## config.mk

```make
export PLATFORM = sky130hd
export DESIGN_NAME = pitch_candidate_table
export DESIGN_NICKNAME = d
export VERILOG_FILES = /design/src/rtl/pct_pkg.sv /design/src/rtl/pct_ram.sv /design/src/rtl/pct_div.sv /design/src/rtl/pitch_candidate_table.sv
export SDC_FILE = /design/constraint.sdc
export NUM_CORES = 2
export LEC_CHECK = 0
export BUFFER_PORTS_ARGS = -buffer_cell sky130_fd_sc_hd__clkbuf_2
export CAP_MARGIN = 20
export CORE_ASPECT_RATIO = 1.75
export CORE_MARGIN = 2
export CORE_UTILIZATION = 64
export CTS_CLUSTER_DIAMETER = 150
export CTS_CLUSTER_SIZE = 12
export DETAILED_ROUTE_END_ITERATION = 6
export HOLD_SLACK_MARGIN = 0.03
export PLACE_DENSITY = 0.81
export SLEW_MARGIN = 20
export SYNTH_ARGS = -nofsm -noshare
export SYNTH_HDL_FRONTEND = slang
export SYNTH_SLANG_ARGS = --single-unit
```

## constraint.sdc

```tcl
create_clock -name clk -period 7 [get_ports clk]
set_input_delay 1.05 -clock clk [delete_from_list [all_inputs] [get_ports clk]]
set_output_delay 1.05 -clock clk [all_outputs]
set_load 0.005 [all_outputs]
```

## src/rtl/pct_pkg.sv

```systemverilog
// Shared types and constants for the pitch candidate table.
package pct_pkg;

  localparam int FREQ_W = 16;
  localparam int STR_W  = 16;
  localparam int MC_W   = 5;
  localparam int MS_W   = 15;
  localparam int CNT_OUT_W = 5;

  // Divider: the magnitude of strength * max_strength stays below 2**30
  localparam int MAG_W     = 30;
  localparam int DIV_STEPS = 30;
  localparam int STEP_W    = 5;

  localparam logic signed [STR_W-1:0] STR_MIN = {1'b1, {(STR_W-1){1'b0}}};
  localparam logic signed [STR_W-1:0] STR_MAX = {1'b0, {(STR_W-1){1'b1}}};

  localparam logic [1:0] ACT_CLEAR = 2'd0;
  localparam logic [1:0] ACT_ADD   = 2'd1;
  localparam logic [1:0] ACT_NORM  = 2'd2;

  localparam logic [1:0] REG_MAX_CAND  = 2'd0;
  localparam logic [1:0] REG_MAX_STR   = 2'd1;
  localparam logic [1:0] REG_UNV_CRIT  = 2'd2;

  typedef struct packed {
    logic [1:0]              action;
    logic [FREQ_W-1:0]       cand_freq_in;
    logic signed [STR_W-1:0] cand_strength_in;
  } cand_t;

  typedef struct packed {
    logic [FREQ_W-1:0]       best_frequency;
    logic signed [STR_W-1:0] best_strength;
    logic [CNT_OUT_W-1:0]    entry_count;
    logic                    was_stored;
  } result_t;

  typedef struct packed {
    logic [FREQ_W-1:0]       freq;
    logic signed [STR_W-1:0] strength;
  } slot_t;

  typedef struct packed {
    logic                    start;
    logic signed [STR_W-1:0] strength;
    logic [MS_W-1:0]         scale;
    logic signed [STR_W-1:0] divisor;
  } div_req_t;

  typedef struct packed {
    logic                    done;
    logic signed [STR_W-1:0] quotient;
  } div_rsp_t;

endpackage

```

## src/rtl/pct_ram.sv

```systemverilog
// Generic single-port-write, single-port-read RAM with registered read data.
module pct_ram #(
  parameter int WIDTH = 32,
  parameter int DEPTH = 16
) (
  input  logic                     clk,
  input  logic                     we,
  input  logic [$clog2(DEPTH)-1:0] waddr,
  input  logic [WIDTH-1:0]         wdata,
  input  logic [$clog2(DEPTH)-1:0] raddr,
  output logic [WIDTH-1:0]         rdata
);

  logic [WIDTH-1:0] mem [DEPTH];

  always_ff @(posedge clk) begin
    if (we) begin
      mem[waddr] <= wdata;
    end
    rdata <= mem[raddr];
  end

endmodule

```

## src/rtl/pct_div.sv

```systemverilog
// Multiply then restoring divide, one quotient bit a cycle, saturated to Q1.15.
module pct_div (
  input  logic                clk,
  input  logic                rst,
  input  pct_pkg::div_req_t   req,
  output pct_pkg::div_rsp_t   rsp
);

  localparam logic [2:0] D_IDLE = 3'd0;
  localparam logic [2:0] D_MUL  = 3'd1;
  localparam logic [2:0] D_PREP = 3'd2;
  localparam logic [2:0] D_ITER = 3'd3;
  localparam logic [2:0] D_DONE = 3'd4;

  logic [2:0]                         state;
  logic signed [pct_pkg::STR_W-1:0]   a_r;
  logic [pct_pkg::MS_W-1:0]           b_r;
  logic signed [pct_pkg::STR_W-1:0]   d_r;
  logic signed [31:0]                 prod;
  logic                               neg;
  logic [15:0]                        dvs;
  logic [15:0]                        rem;
  logic [pct_pkg::MAG_W-1:0]          qd;
  logic [pct_pkg::STEP_W-1:0]         step;

  logic [31:0]                        pmag;
  logic [16:0]                        dmag;
  logic [16:0]                        trial;
  logic                               qbit;
  logic [16:0]                        trial_sub;
  logic signed [pct_pkg::STR_W-1:0]   sat_q;

  assign pmag  = prod[31] ? 32'(-prod) : 32'(prod);
  assign dmag  = d_r[pct_pkg::STR_W-1] ? 17'(-{d_r[pct_pkg::STR_W-1], d_r})
                                        : 17'({d_r[pct_pkg::STR_W-1], d_r});
  assign trial = {rem, qd[pct_pkg::MAG_W-1]};
  assign qbit  = (trial >= {1'b0, dvs});
  assign trial_sub = trial - {1'b0, dvs};

  always_comb begin
    if (neg) begin
      if (qd > pct_pkg::MAG_W'(32768)) begin
        sat_q = pct_pkg::STR_MIN;
      end else begin
        sat_q = pct_pkg::STR_W'(-qd[15:0]);
      end
    end else begin
      if (qd > pct_pkg::MAG_W'(32767)) begin
        sat_q = pct_pkg::STR_MAX;
      end else begin
        sat_q = qd[15:0];
      end
    end
  end

  assign rsp.done     = (state == D_DONE);
  assign rsp.quotient = sat_q;

  always_ff @(posedge clk) begin
    if (rst) begin
      state <= D_IDLE;
    end else begin
      unique case (state)
        D_IDLE: begin
          if (req.start) begin
            a_r   <= req.strength;
            b_r   <= req.scale;
            d_r   <= req.divisor;
            state <= D_MUL;
          end
        end
        D_MUL: begin
          prod  <= a_r * $signed({1'b0, b_r});
          state <= D_PREP;
        end
        D_PREP: begin
          neg   <= prod[31] ^ d_r[pct_pkg::STR_W-1];
          qd    <= pmag[pct_pkg::MAG_W-1:0];
          dvs   <= dmag[15:0];
          rem   <= '0;
          step  <= '0;
          state <= D_ITER;
        end
        D_ITER: begin
          rem  <= qbit ? trial_sub[15:0] : trial[15:0];
          qd   <= {qd[pct_pkg::MAG_W-2:0], qbit};
          step <= step + pct_pkg::STEP_W'(1);
          if (step == pct_pkg::STEP_W'(pct_pkg::DIV_STEPS - 1)) begin
            state <= D_DONE;
          end
        end
        D_DONE: begin
          state <= D_IDLE;
        end
        default: begin
          state <= D_IDLE;
        end
      endcase
    end
  end

endmodule

```

## src/rtl/pitch_candidate_table.sv

```systemverilog
// Pitch candidate table: clear, add and normalize under one sequencer.
//
// Input channel cand (cand_valid / cand_stall) carries one action a beat:
// clear, add a candidate, or normalize and reorder. Every beat yields one
// beat on the result channel (result_valid / result_stall) with the best
// voiced pick, the entry count and whether an add was stored.
// Configuration: cfg_write, cfg_index and cfg_data write max_candidates,
// max_strength and unvoiced_criterion; write only while the block is idle.
// One item is worked on at a time; cand_stall is high from acceptance until
// the result is loaded into the output register. An add runs one slot scan,
// or two when the table is full; a normalize finds the strongest slot,
// rescales each held slot by it in turn, may swap a candidate into slot
// one and scans again, skipping the divides when the strongest is zero.
// The slot RAM's single read port sets the scan cost, and the single
// multiply-divide unit, one quotient bit a cycle, sets the cost per slot.
// A finished result waits in the output register while result_stall is
// high; the next item may be accepted meanwhile and completes once the
// register frees. Reset empties the table and restores the register
// defaults; slot contents are not cleared.
module pitch_candidate_table #(
  parameter int TABLE_DEPTH = 16
) (
  input  logic                          clk,
  input  logic                          rst,
  input  logic                          cand_valid,
  output logic                          cand_stall,
  input  pct_pkg::cand_t                cand,
  output logic                          result_valid,
  input  logic                          result_stall,
  output pct_pkg::result_t              result,
  input  logic                          cfg_write,
  input  logic [1:0]                    cfg_index,
  input  logic [pct_pkg::MS_W-1:0]      cfg_data
);

  localparam int IDX_W  = $clog2(TABLE_DEPTH);
  localparam int CNT_W  = $clog2(TABLE_DEPTH + 1);
  localparam int WIDE_W = (CNT_W > pct_pkg::MC_W) ? CNT_W : pct_pkg::MC_W;
  localparam int SLOT_W = pct_pkg::FREQ_W + pct_pkg::STR_W;

  localparam logic [3:0] ST_IDLE   = 4'd0;
  localparam logic [3:0] ST_ADD    = 4'd1;
  localparam logic [3:0] ST_SINIT  = 4'd2;
  localparam logic [3:0] ST_SCAN   = 4'd3;
  localparam logic [3:0] ST_SDONE  = 4'd4;
  localparam logic [3:0] ST_NRD    = 4'd5;
  localparam logic [3:0] ST_NWAIT  = 4'd6;
  localparam logic [3:0] ST_NDIV   = 4'd7;
  localparam logic [3:0] ST_PICK   = 4'd8;
  localparam logic [3:0] ST_SRD0   = 4'd9;
  localparam logic [3:0] ST_SRDP   = 4'd10;
  localparam logic [3:0] ST_SWA    = 4'd11;
  localparam logic [3:0] ST_SWB    = 4'd12;
  localparam logic [3:0] ST_REPORT = 4'd13;

  localparam logic [1:0] SC_WEAK   = 2'd0;
  localparam logic [1:0] SC_STRONG = 2'd1;
  localparam logic [1:0] SC_BEST   = 2'd2;

  // configuration
  logic [pct_pkg::MC_W-1:0]           max_candidates;
  logic [pct_pkg::MS_W-1:0]           max_strength;
  logic [pct_pkg::MS_W-1:0]           unvoiced_criterion;

  logic [3:0]                         state;
  logic [1:0]                         act_r;
  logic [pct_pkg::FREQ_W-1:0]         f_r;
  logic signed [pct_pkg::STR_W-1:0]   s_r;
  logic [CNT_W-1:0]                   count;
  logic [CNT_W-1:0]                   idx;
  logic [WIDE_W-1:0]                  scan_end;
  logic                               pend;
  logic [IDX_W-1:0]                   pend_idx;
  logic [1:0]                         scan_kind;
  logic signed [pct_pkg::STR_W-1:0]   acc;
  logic [IDX_W-1:0]                   pos;
  logic                               found;
  logic [IDX_W-1:0]                   upos;
  logic                               ufound;
  logic [pct_pkg::FREQ_W-1:0]         bfreq;
  logic                               stored;
  logic [pct_pkg::FREQ_W-1:0]         keep_f;
  logic [IDX_W-1:0]                   swap_pos;
  pct_pkg::slot_t                     e0;
  logic                               out_valid;
  pct_pkg::result_t                   out_data;

  // RAM port
  logic                               ram_we;
  logic [IDX_W-1:0]                   ram_waddr;
  pct_pkg::slot_t                     ram_wslot;
  logic [IDX_W-1:0]                   ram_raddr;
  logic [SLOT_W-1:0]                  ram_rdata;
  pct_pkg::slot_t                     rd;

  pct_pkg::div_req_t                  div_req;
  pct_pkg::div_rsp_t                  div_rsp;

  logic [WIDE_W-1:0]                  lim;
  logic [WIDE_W-1:0]                  mc_ext;
  logic [WIDE_W-1:0]                  cnt_ext;
  logic [WIDE_W-1:0]                  idx_ext;
  logic                               scan_more;
  logic                               weak_hit;
  logic                               strong_hit;
  logic                               best_hit;
  logic                               repl_ok;
  logic [IDX_W-1:0]                   pick_pos;
  logic [CNT_W-1:0]                   idx_inc;

  assign rd        = pct_pkg::slot_t'(ram_rdata);
  assign mc_ext    = WIDE_W'(max_candidates);
  assign lim       = (mc_ext > WIDE_W'(TABLE_DEPTH)) ? WIDE_W'(TABLE_DEPTH) : mc_ext;
  assign cnt_ext   = WIDE_W'(count);
  assign idx_ext   = WIDE_W'(idx);
  assign scan_more = (idx_ext < scan_end);
  assign idx_inc   = idx + CNT_W'(1);

  assign weak_hit   = (rd.freq != '0) && (!found || (rd.strength < acc));
  assign strong_hit = !found || (rd.strength > acc);
  assign best_hit   = (rd.freq != '0) && (rd.strength > acc);
  // ties replace; a weaker newcomer is dropped
  assign repl_ok    = found && !(s_r < acc);
  assign pick_pos   = ((max_strength < unvoiced_criterion) && ufound) ? upos : pos;

  assign cand_stall   = (state != ST_IDLE);
  assign result_valid = out_valid;
  assign result       = out_data;

  assign div_req.start    = (state == ST_NWAIT);
  assign div_req.strength = rd.strength;
  assign div_req.scale    = max_strength;
  assign div_req.divisor  = acc;

  always_comb begin
    ram_we    = 1'b0;
    ram_waddr = '0;
    ram_wslot = '{freq: f_r, strength: s_r};
    ram_raddr = '0;
    unique case (state)
      ST_ADD: begin
        ram_we    = (cnt_ext < lim);
        ram_waddr = count[IDX_W-1:0];
      end
      ST_SCAN: begin
        ram_raddr = idx[IDX_W-1:0];
      end
      ST_SDONE: begin
        ram_we    = (scan_kind == SC_WEAK) && repl_ok;
        ram_waddr = pos;
      end
      ST_NRD: begin
        ram_raddr = idx[IDX_W-1:0];
      end
      ST_NDIV: begin
        ram_we    = div_rsp.done;
        ram_waddr = idx[IDX_W-1:0];
        ram_wslot = '{freq: keep_f, strength: div_rsp.quotient};
      end
      ST_SRDP: begin
        ram_raddr = swap_pos;
      end
      ST_SWA: begin
        ram_we    = 1'b1;
        ram_waddr = '0;
        ram_wslot = rd;
      end
      ST_SWB: begin
        ram_we    = 1'b1;
        ram_waddr = swap_pos;
        ram_wslot = e0;
      end
      default: begin
        ram_we = 1'b0;
      end
    endcase
  end

  pct_ram #(
    .WIDTH (SLOT_W),
    .DEPTH (TABLE_DEPTH)
  ) u_slots (
    .clk   (clk),
    .we    (ram_we),
    .waddr (ram_waddr),
    .wdata (SLOT_W'(ram_wslot)),
    .raddr (ram_raddr),
    .rdata (ram_rdata)
  );

  pct_div u_div (
    .clk (clk),
    .rst (rst),
    .req (div_req),
    .rsp (div_rsp)
  );

  always_ff @(posedge clk) begin
    if (rst) begin
      max_candidates     <= pct_pkg::MC_W'(15);
      max_strength       <= pct_pkg::MS_W'(32767);
      unvoiced_criterion <= pct_pkg::MS_W'(14746);
    end else if (cfg_write) begin
      unique case (cfg_index)
        pct_pkg::REG_MAX_CAND: max_candidates     <= cfg_data[pct_pkg::MC_W-1:0];
        pct_pkg::REG_MAX_STR:  max_strength       <= cfg_data;
        pct_pkg::REG_UNV_CRIT: unvoiced_criterion <= cfg_data;
        default: ;
      endcase
    end
  end

  always_ff @(posedge clk) begin
    if (rst) begin
      state     <= ST_IDLE;
      count     <= '0;
      out_valid <= 1'b0;
      pend      <= 1'b0;
    end else begin
      if (state == ST_REPORT && (!out_valid || !result_stall)) begin
        out_valid <= 1'b1;
      end else if (out_valid && !result_stall) begin
        out_valid <= 1'b0;
      end
      unique case (state)
        ST_IDLE: begin
          if (cand_valid) begin
            act_r     <= cand.action;
            f_r       <= cand.cand_freq_in;
            s_r       <= cand.cand_strength_in;
            stored    <= 1'b0;
            case (cand.action)
              pct_pkg::ACT_CLEAR: begin
                count     <= '0;
                scan_kind <= SC_BEST;
                state     <= ST_SINIT;
              end
              pct_pkg::ACT_ADD: begin
                scan_kind <= SC_BEST;
                state     <= ST_ADD;
              end
              pct_pkg::ACT_NORM: begin
                scan_kind <= (count != '0) ? SC_STRONG : SC_BEST;
                state     <= ST_SINIT;
              end
              default: begin
                scan_kind <= SC_BEST;
                state     <= ST_SINIT;
              end
            endcase
          end
        end
        ST_ADD: begin
          state <= ST_SINIT;
          if (cnt_ext < lim) begin
            count     <= count + CNT_W'(1);
            stored    <= 1'b1;
            scan_kind <= SC_BEST;
          end else begin
            scan_kind <= SC_WEAK;
          end
        end
        ST_SINIT: begin
          idx      <= '0;
          pend     <= 1'b0;
          found    <= 1'b0;
          ufound   <= 1'b0;
          pos      <= '0;
          upos     <= '0;
          bfreq    <= '0;
          acc      <= (scan_kind == SC_BEST) ? pct_pkg::STR_MIN : '0;
          scan_end <= (scan_kind == SC_WEAK) ? lim : cnt_ext;
          state    <= ST_SCAN;
        end
        ST_SCAN: begin
          // read issued last cycle lands now in rd, tagged by pend_idx
          if (pend) begin
            case (scan_kind)
              SC_WEAK: begin
                if (weak_hit) begin
                  acc   <= rd.strength;
                  pos   <= pend_idx;
                  found <= 1'b1;
                end
              end
              SC_STRONG: begin
                if (strong_hit) begin
                  acc   <= rd.strength;
                  pos   <= pend_idx;
                  found <= 1'b1;
                end
                if (rd.freq == '0 && !ufound) begin
                  upos   <= pend_idx;
                  ufound <= 1'b1;
                end
              end
              default: begin
                if (best_hit) begin
                  acc <= rd.strength;
                end
                // no voiced pick falls back to slot one's frequency
                if (best_hit || pend_idx == '0) begin
                  bfreq <= rd.freq;
                end
              end
            endcase
          end
          if (scan_more) begin
            pend     <= 1'b1;
            pend_idx <= idx[IDX_W-1:0];
            idx      <= idx_inc;
          end else begin
            pend <= 1'b0;
            if (!pend) begin
              state <= ST_SDONE;
            end
          end
        end
        ST_SDONE: begin
          case (scan_kind)
            SC_WEAK: begin
              if (repl_ok) begin
                stored <= 1'b1;
              end
              scan_kind <= SC_BEST;
              state     <= ST_SINIT;
            end
            SC_STRONG: begin
              idx <= '0;
              if (acc != '0) begin
                state <= ST_NRD;
              end else begin
                state <= ST_PICK;
              end
            end
            default: begin
              state <= ST_REPORT;
            end
          endcase
        end
        ST_NRD: begin
          state <= ST_NWAIT;
        end
        ST_NWAIT: begin
          keep_f <= rd.freq;
          state  <= ST_NDIV;
        end
        ST_NDIV: begin
          if (div_rsp.done) begin
            idx <= idx_inc;
            if (idx_inc == count) begin
              state <= ST_PICK;
            end else begin
              state <= ST_NRD;
            end
          end
        end
        ST_PICK: begin
          swap_pos <= pick_pos;
          if (pick_pos != '0) begin
            state <= ST_SRD0;
          end else begin
            scan_kind <= SC_BEST;
            state     <= ST_SINIT;
          end
        end
        ST_SRD0: begin
          state <= ST_SRDP;
        end
        ST_SRDP: begin
          e0    <= rd;
          state <= ST_SWA;
        end
        ST_SWA: begin
          state <= ST_SWB;
        end
        ST_SWB: begin
          scan_kind <= SC_BEST;
          state     <= ST_SINIT;
        end
        ST_REPORT: begin
          if (!out_valid || !result_stall) begin
            out_data.best_frequency  <= bfreq;
            out_data.best_strength   <= acc;
            out_data.entry_count     <= cnt_ext[pct_pkg::CNT_OUT_W-1:0];
            out_data.was_stored      <= stored;
            state                    <= ST_IDLE;
          end
        end
        default: begin
          state <= ST_IDLE;
        end
      endcase
    end
  end

  a_count_bound: assert property (@(posedge clk) disable iff (rst)
    count <= CNT_W'(TABLE_DEPTH))
    else $error("entry count beyond table depth");

  a_div_owner: assert property (@(posedge clk) disable iff (rst)
    div_rsp.done |-> state == ST_NDIV)
    else $error("divider finished outside the normalize loop");

  a_clear_empty: assert property (@(posedge clk) disable iff (rst)
    (state == ST_REPORT && act_r == pct_pkg::ACT_CLEAR) |-> count == '0)
    else $error("table not empty after clear");

  a_stored_add: assert property (@(posedge clk) disable iff (rst)
    (state == ST_REPORT && stored) |-> act_r == pct_pkg::ACT_ADD)
    else $error("stored flag set for an item that is not an add");

endmodule
```

# --- Yosys cells after proc, flatten, opt, wreduce, memory -nomap -nowiden ---
# Memories as Yosys holds them, arrays and structs flattened. A register that Yosys moved wholly into a read port is not among the register bits.
# Index checks and enable logic that the tools add are counted.
word_totals:
  reg_bits: 377
  ramBits: 512
  output_inout_bits: 40
  mem_count: 1
op_classes:
  add_sub_neg: 7
  mul: 1
  n_lt_le_gt_ge: 10
  n_eq_ne: 48
  mux: 85
  bitwise_logic: 2
  n_reduce_logical: 64
memory_table:
  columns: ["name", "depth", "word_bits", "rd", "rd_ports_with_merged_regs", "wr", "line_no", "text"]
  rows:
  - ["u_slots.mem", 16, 32, 1, 1, 1, "pct_ram.sv:14", "logic [WIDTH-1:0] mem [DEPTH];"]
op_table:
  columns: ["cell", "count"]
  rows:
  - ["2-to-1 mux 16 bit", 12]
  - ["one-hot mux 16 bit (2 select lines)", 4]
  - ["one-hot mux 32 bit (3 select lines)", 1]
  - ["2-to-1 mux 4 bit", 15]
  - ["one-hot mux 30 bit (2 select lines)", 1]
  - ["one-hot mux 4 bit (13 select lines)", 1]
  - ["2-to-1 mux 5 bit", 8]
  - ["one-hot mux 4 bit (2 select lines)", 5]
  - ["less-than comparator 16 bit", 2]
  - ["multiplier 16 x 16 -> 32 bit", 1]
  - ["!= test 2 bit, second input constant", 16]
  - ["negation 16 bit", 2]
  - ["nonzero test 16 bit", 2]
  - ["> comparator 30 x 15 -> 1 bit, second input constant", 1]
  - ["> comparator 30 x 16 -> 1 bit, second input constant", 1]
  - ["2-to-1 mux 30 bit", 1]
  - ["negation 30 bit", 1]
  - ["AND reduction 5 bit", 5]
  - ["== test 4 bit, second input constant", 6]
  - ["AND reduction 2 bit", 11]
  - ["one-hot mux 5 bit (2 select lines)", 2]
  - ["one-hot mux 5 bit (4 select lines)", 1]
  - ["AND reduction 6 bit", 3]
  - ["greater-or-equal comparator 17 x 16 -> 1 bit", 1]
  - ["45 further kinds", 114]

# --- Depth between registers and ports, before layout ---
logic_depth:
  depth_word: 7
  depth_mapped: 24
  mapped_depth_nobuf: 23

# --- Modules after synthesis ---
# A second synthesis with hierarchy kept.
unflattened:
  hier_cells: 3412
  area_unflattened_um2: 47234.1
modules_own_cells:
  columns: ["module", "n_inst", "cells_each", "area_per_inst_um2", "seq_area_each_um2"]
  rows:
  - ["pct_ram", 1, 838, 19854.0, 16015.4]
  - ["pct_div", 1, 1665, 16802.4, 4444.3]
  - ["pitch_candidate_table", 1, 909, 10577.6, 6356.1]

# --- Least setup slack after synthesis ---
# No wires, ideal clock.
synth_path:
  path_kind: "register to register"
  startpoint: "register u_div.a_r[15] (netlist bit)"
  endpoint: "register u_div.prod[28], data pin"
  setup_ns: 0.262
  arrival_time_ns: 5.644
  required_time_ns: 6.738
  slack_ns: 1.094
  stages_incl_launch_ff: 21
  period_less_slack_ns: 5.906
  cell_sequence: "edfxtp_1 -> clkbuf_1 -> nand2_1 -> fa_1 -> inv_1 -> fa_1 -> fa_1 -> fa_1 -> fa_1 -> inv_1 -> fa_1 -> inv_1 -> ha_1 -> and4_1 -> o21ai_1 -> nand2b_1 -> o221a_2 -> a31oi_1 -> a21boi_1 -> o21bai_1 -> xor2_1"
synth_via:
  elab_chain_cells: 1
synth_rtl:
  columns: ["element", "line_no", "text"]
  rows:
  - ["start, declared", "pct_div.sv:16", "logic signed [pct_pkg::STR_W-1:0] a_r;"]
  - ["start signal, assigned", "pct_div.sv:66", "a_r <= req.strength;"]
  - ["multiplier 16 x 16 -> 32 bit", "pct_div.sv:73", "prod <= a_r * $signed({1'b0, b_r});"]
  - ["end signal, assigned", "pct_div.sv:73", null]
  - ["end, declared", "pct_div.sv:19", "logic signed [31:0] prod;"]
# Every way passes these cells.
# A chain may end at the register's enable or synchronous reset.

# --- Final worst setup path ---
layout_path:
  startpoint: "register u_div.a_r[4] (netlist bit)"
  endpoint: "register u_div.prod[29], data pin"
# The elaborated chain is that of the path after synthesis.

==> impl_results.rst <==
.. list-table::
   :header-rows: 1

   * - Metric
     - Value
   * - Worst-case hold slack
     - 0.416 ns
   * - Number of design rule violations left after detail routing
     - 6
   * - Capturing point of the worst reg2reg path
     - u_div.prod[29]
   * - Prevailing post-synth register cell
     - edfxtp_1
   * - RD Place Congestion
     - approximately 0.96
   * - Proportion of register bits with asynchronous set or reset after synthesis
     - 0%
   * - Root Buffer
     - clkbuf_16
   * - Hold depth
     - 0
   * - DRT antenna net count
     - 0
   * - Crit share post-route
     - roughly 93%
   * - Area of the multi-input gates
     - between 15,000 and 20,000 µm²
   * - Run status
     - complete, but fails checks
   * - Boundary pin count
     - 96
   * - Number of pins with negative max-slew slack in the final report
     - 0
   * - Setup slack at placement
     - 0.499 ns
   * - Sinks on the clock net
     - 920
   * - Number of distinct standard cells referenced by the synthesized netlist
     - just under 80
   * - Worst max-slew margin expressed relative to the limit
     - between 8 and 9%
   * - Share of the yosys chip area belonging to registers
     - between 50% and 60%
   * - # port buffers
     - 95
   * - Layer with the highest usage
     - met2
   * - Die Y-Extent
     - 366 µm
   * - Summed instance area of the synthesized netlist
     - 47,900 µm²
   * - Source-to-sink clock delay at the later pin of the worst-skew pair
     - approximately 0.71 ns
   * - Drt wl/cell
     - between 20 and 25 µm
   * - GR met2 Demand/Resource
     - approximately 56%
   * - Register area
     - between 20,000 and 30,000 µm²
   * - Post-route core utilization
     - 70.2%
   * - Per-cell via count in the routed design
     - 6.35
   * - Die outline width
     - between 200 and 250 µm
   * - Number of DRC markers in iteration 0
     - roughly 3,500
   * - Number of detailed-route iterations in the first pass
     - 7
   * - Hold buffers post-CTS
     - 0
   * - Worst path setup slack after routing
     - around 0.47 ns
   * - Least-Margin Pin Slew
     - between 1 and 1.5 ns
   * - Launching point of the worst reg2reg path
     - u_div.a_r[4]
   * - Power Internal
     - around 0.0098 W
   * - Number of clock buffers inserted by TritonCTS
     - 86
   * - Kind of capture point of the worst setup path
     - flop
   * - Pin count of the biggest net entering global routing
     - roughly 200
   * - Standard cell core area
     - about 74,000 µm²
   * - Startpoint of the worst hold path
     - bfreq[5]
   * - Min-delay worst type
     - flop to flop
   * - Main area contributors after synthesis
     - edfxtp_1 (53%), fa_1 (10%), nand2_1 (4.2%)
   * - Max Fanout on Critical Path
     - 15
   * - Final Hold Viols
     - 0
   * - Setup-failing EPs final
     - 0
   * - Row cnt
     - 132
   * - Die area
     - just under 80,000 µm²
   * - Post-CTS setup-driven buffer insertion count
     - 0
   * - Post-detail-place hpwl
     - ~80,000 µm
   * - First-pass GRT wire length
     - ~190,000 µm
   * - Clock tree from TritonCTS
     - yes
   * - Switching power
     - around 0.004 W
   * - Final Total Pwr
     - around 0.014 W
   * - Static leakage
     - slightly below 20 nW
   * - Post-Route Skew
     - 0.0719 ns
   * - Fraction of power spent switching nets
     - ~29%
   * - Final critical delay including setup and external delays
     - around 6.5 ns
   * - Synthesis warning total
     - 0
   * - Grt total ovfl
     - 0
   * - Reg-to-reg slack, setup
     - about 0.47 ns
   * - Violations in the final reports
     - DRC
   * - Data arrival, critical path
     - between 6 and 7 ns
   * - Total vias in the final route
     - around 32,000
   * - Area growth, synth to finish
     - 8.62%
   * - RSZ-0062 raised after global routing
     - no
   * - Mean area per synthesized cell
     - between 10 and 15 µm²
   * - H-tree Lvls
     - 3
   * - Nature of the critical path startpoint
     - flop
   * - Total of max-cap violations
     - 0
   * - Cells after synthesis
     - around 4,000
   * - Cell accounting for the most synthesized area
     - edfxtp_1
   * - Worst hold endpoint
     - result[27]
   * - Final net count
     - approximately 4,500
   * - Sum of negative setup slack
     - 0 ns
   * - Met1 layer usage reported by global route
     - 35.5%
   * - CP required
     - between 7 and 8 ns
   * - Initial antenna violation count
     - 3
   * - WS Path Type
     - flop to flop
   * - Met3 track demand over resource in global routing
     - about 5%
   * - Net count of the mapped netlist
     - 4,426
   * - Number of global-route vias before repair
     - ~32,000
   * - Maximum frequency from static timing analysis
     - around 0.15 GHz
   * - Clock-pin slew on the worst setup and hold paths
     - 0.07 ns
   * - Number of cells on the worst reg-to-reg path
     - 20
   * - Cell Pwr Density
     - 266 nW/µm²
   * - Comb power frac
     - about a fifth
   * - Top cell type's share of synthesized area
     - around 53%
   * - Post-cts sizing count
     - 0
   * - Portion of total power attributed to sequential cells
     - between 40% and 50%
   * - Post-synthesis register bit count
     - 920
   * - Maximum ir drop on the vdd rail
     - around 0.00023 V
   * - Number of enable-type register cells in the synthesized netlist
     - 839
   * - Total global-route track usage
     - between 30% and 40%
   * - Starting utilization of the core area
     - 64.6%
   * - Clock share of power
     - between 30% and 40%
   * - Number of buffers on the longest clock path
     - 3
   * - Fillcell total
     - ~5,000
   * - Share of layout cells above drive strength 1
     - under 10%
   * - Post-detailed-routing wire length
     - 122,000 µm
[logic make-up after synthesis]
| family | synth area share [%] |
|---|---|
| buf+inv | 4.59 |
| compound gates | 10.6 |
| fa+ha+maj | 14.5 |
| mux | 0.410 |
| simple gates | 12.2 |
| flops | 55.9 |
| xor+xnor | 1.83 |
[cell type report]
cell class,count,share of cell area [%]
diodes,3,0.0144
clock buffers,154,4.66
clock inverters,6,0.247
inverters,369,2.66
multi-input cells,2467,36.9
flip-flops and latches,920,51.5
well taps,938,2.25
repair buffers,152,1.81
[worst max-delay path by stage]
stage	slack (ns)	cells past startpoint	end	start
2_1_floorplan	1.09	20	u_div.prod[28]	u_div.a_r[15]
3_3_place_gp	0.62	20	u_div.prod[29]	u_div.b_r[3]
4_1_cts	0.51	20	u_div.prod[29]	u_div.a_r[4]
6_report	0.47	20	u_div.prod[29]	u_div.a_r[4]
5_1_grt	0.04	20	u_div.prod[31]	u_div.a_r[4]
3_5_place_dp	0.50	20	u_div.prod[29]	u_div.b_r[3]
[cells in the final DEF, fill, tap and decap left out, types with 22 or more instances in the layout]
cell type / synthesis / routed
nand2b_1: 23 / 23
nand3_1: 29 / 29
a211oi_1: 171 / 171
o21ai_0: 52 / 52
fa_1: 247 / 247
nor4_1: 33 / 26
xor2_1: 39 / 39
nor3_1: 31 / 27
edfxtp_1: 839 / 839
a31oi_1: 84 / 73
ha_1: 159 / 159
a21oi_1: 173 / 169
xnor2_1: 61 / 61
clkbuf_2: 0 / 95
a311oi_1: 66 / 66
clkbuf_1: 179 / 66
clkbuf_16: 0 / 86
inv_1: 369 / 368
and2_1: 259 / 259
a222oi_1: 22 / 22
and2_0: 27 / 27
dfxtp_1: 81 / 81
nor2_1: 145 / 136
nand2_1: 535 / 535
buf_4: 0 / 54
a21o_1: 34 / 34
[power groups by stage]
stage                     logic, W  registers (W)  clock network [W]
after floorplan            0.00197        0.00663                  0
after global placement     0.00266        0.00682                  0
after detailed placement   0.00273        0.00683                  0
after CTS                  0.00275        0.00671            0.00440
after global routing       0.00308        0.00673            0.00460
final                      0.00277        0.00673            0.00438
[synth_stat cells (21+ instances only)]
cell type	count
a222oi_1	22
a21oi_1	173
nor3_1	31
dfxtp_1	81
nand2_1	535
and2_0	27
edfxtp_1	839
nand2b_1	23
nor4_1	33
clkbuf_1	179
inv_1	369
a21o_1	34
and2_1	259
xor2_1	39
a311oi_1	66
a31oi_1	84
o21ai_0	52
buf_2	21
nand3_1	29
xnor2_1	61
fa_1	247
ha_1	159
a211oi_1	171
nor2_1	145
[layer usage]
metal / routed length (µm) / part of all wire (%) / up-vias
li1: - / - / 14100
met4: 10500 / 8.6 / 4
met3: 9740 / 8.0 / 473
met1: 39400 / 32 / 15700
met5: 24 / 0.020 / -
met2: 62800 / 51 / 1546
[registers in the layout (all words and copies together) (netlist names), 15 cells and up]
name                flops
u_slots.mem           512
result                 38
e0                     32
u_slots.rdata          32
u_div.prod             31
u_div.qd               30
acc                    16
bfreq                  16
f_r                    16
keep_f                 16
s_r                    16
u_div.a_r              16
u_div.d_r              16
u_div.dvs              16
u_div.rem              16
max_strength           15
u_div.b_r              15
unvoiced_criterion     15
[metrics by stage]
stage | instance area [µm²] | std cells
finish | 52100 | 5009
global route | 52100 | 5006
CTS | 52000 | 5006
detailed placement | 49400 | 4846
global placement | 49400 | 4846
floorplan | 47900 | 3964
[worst max-delay path, cell delays in order (launching register included)]
cell and delay [ns]:
edfxtp_1 0.75, nand2_1 0.17, fa_1 0.57, inv_1 0.05, fa_1 0.44, ha_1 0.23, fa_1 0.53, inv_1 0.05
fa_1 0.47, fa_1 0.54, inv_1 0.06, ha_1 0.39, and3_1 0.18, a221oi_1 0.46, a21oi_1 0.20, a21oi_1 0.38
o31ai_1 0.13, buf_4 0.17, a41oi_1 0.24, nor2b_1 0.19, xnor2_1 0.07
No activity file was read; power rests on OpenSTA's default activity.
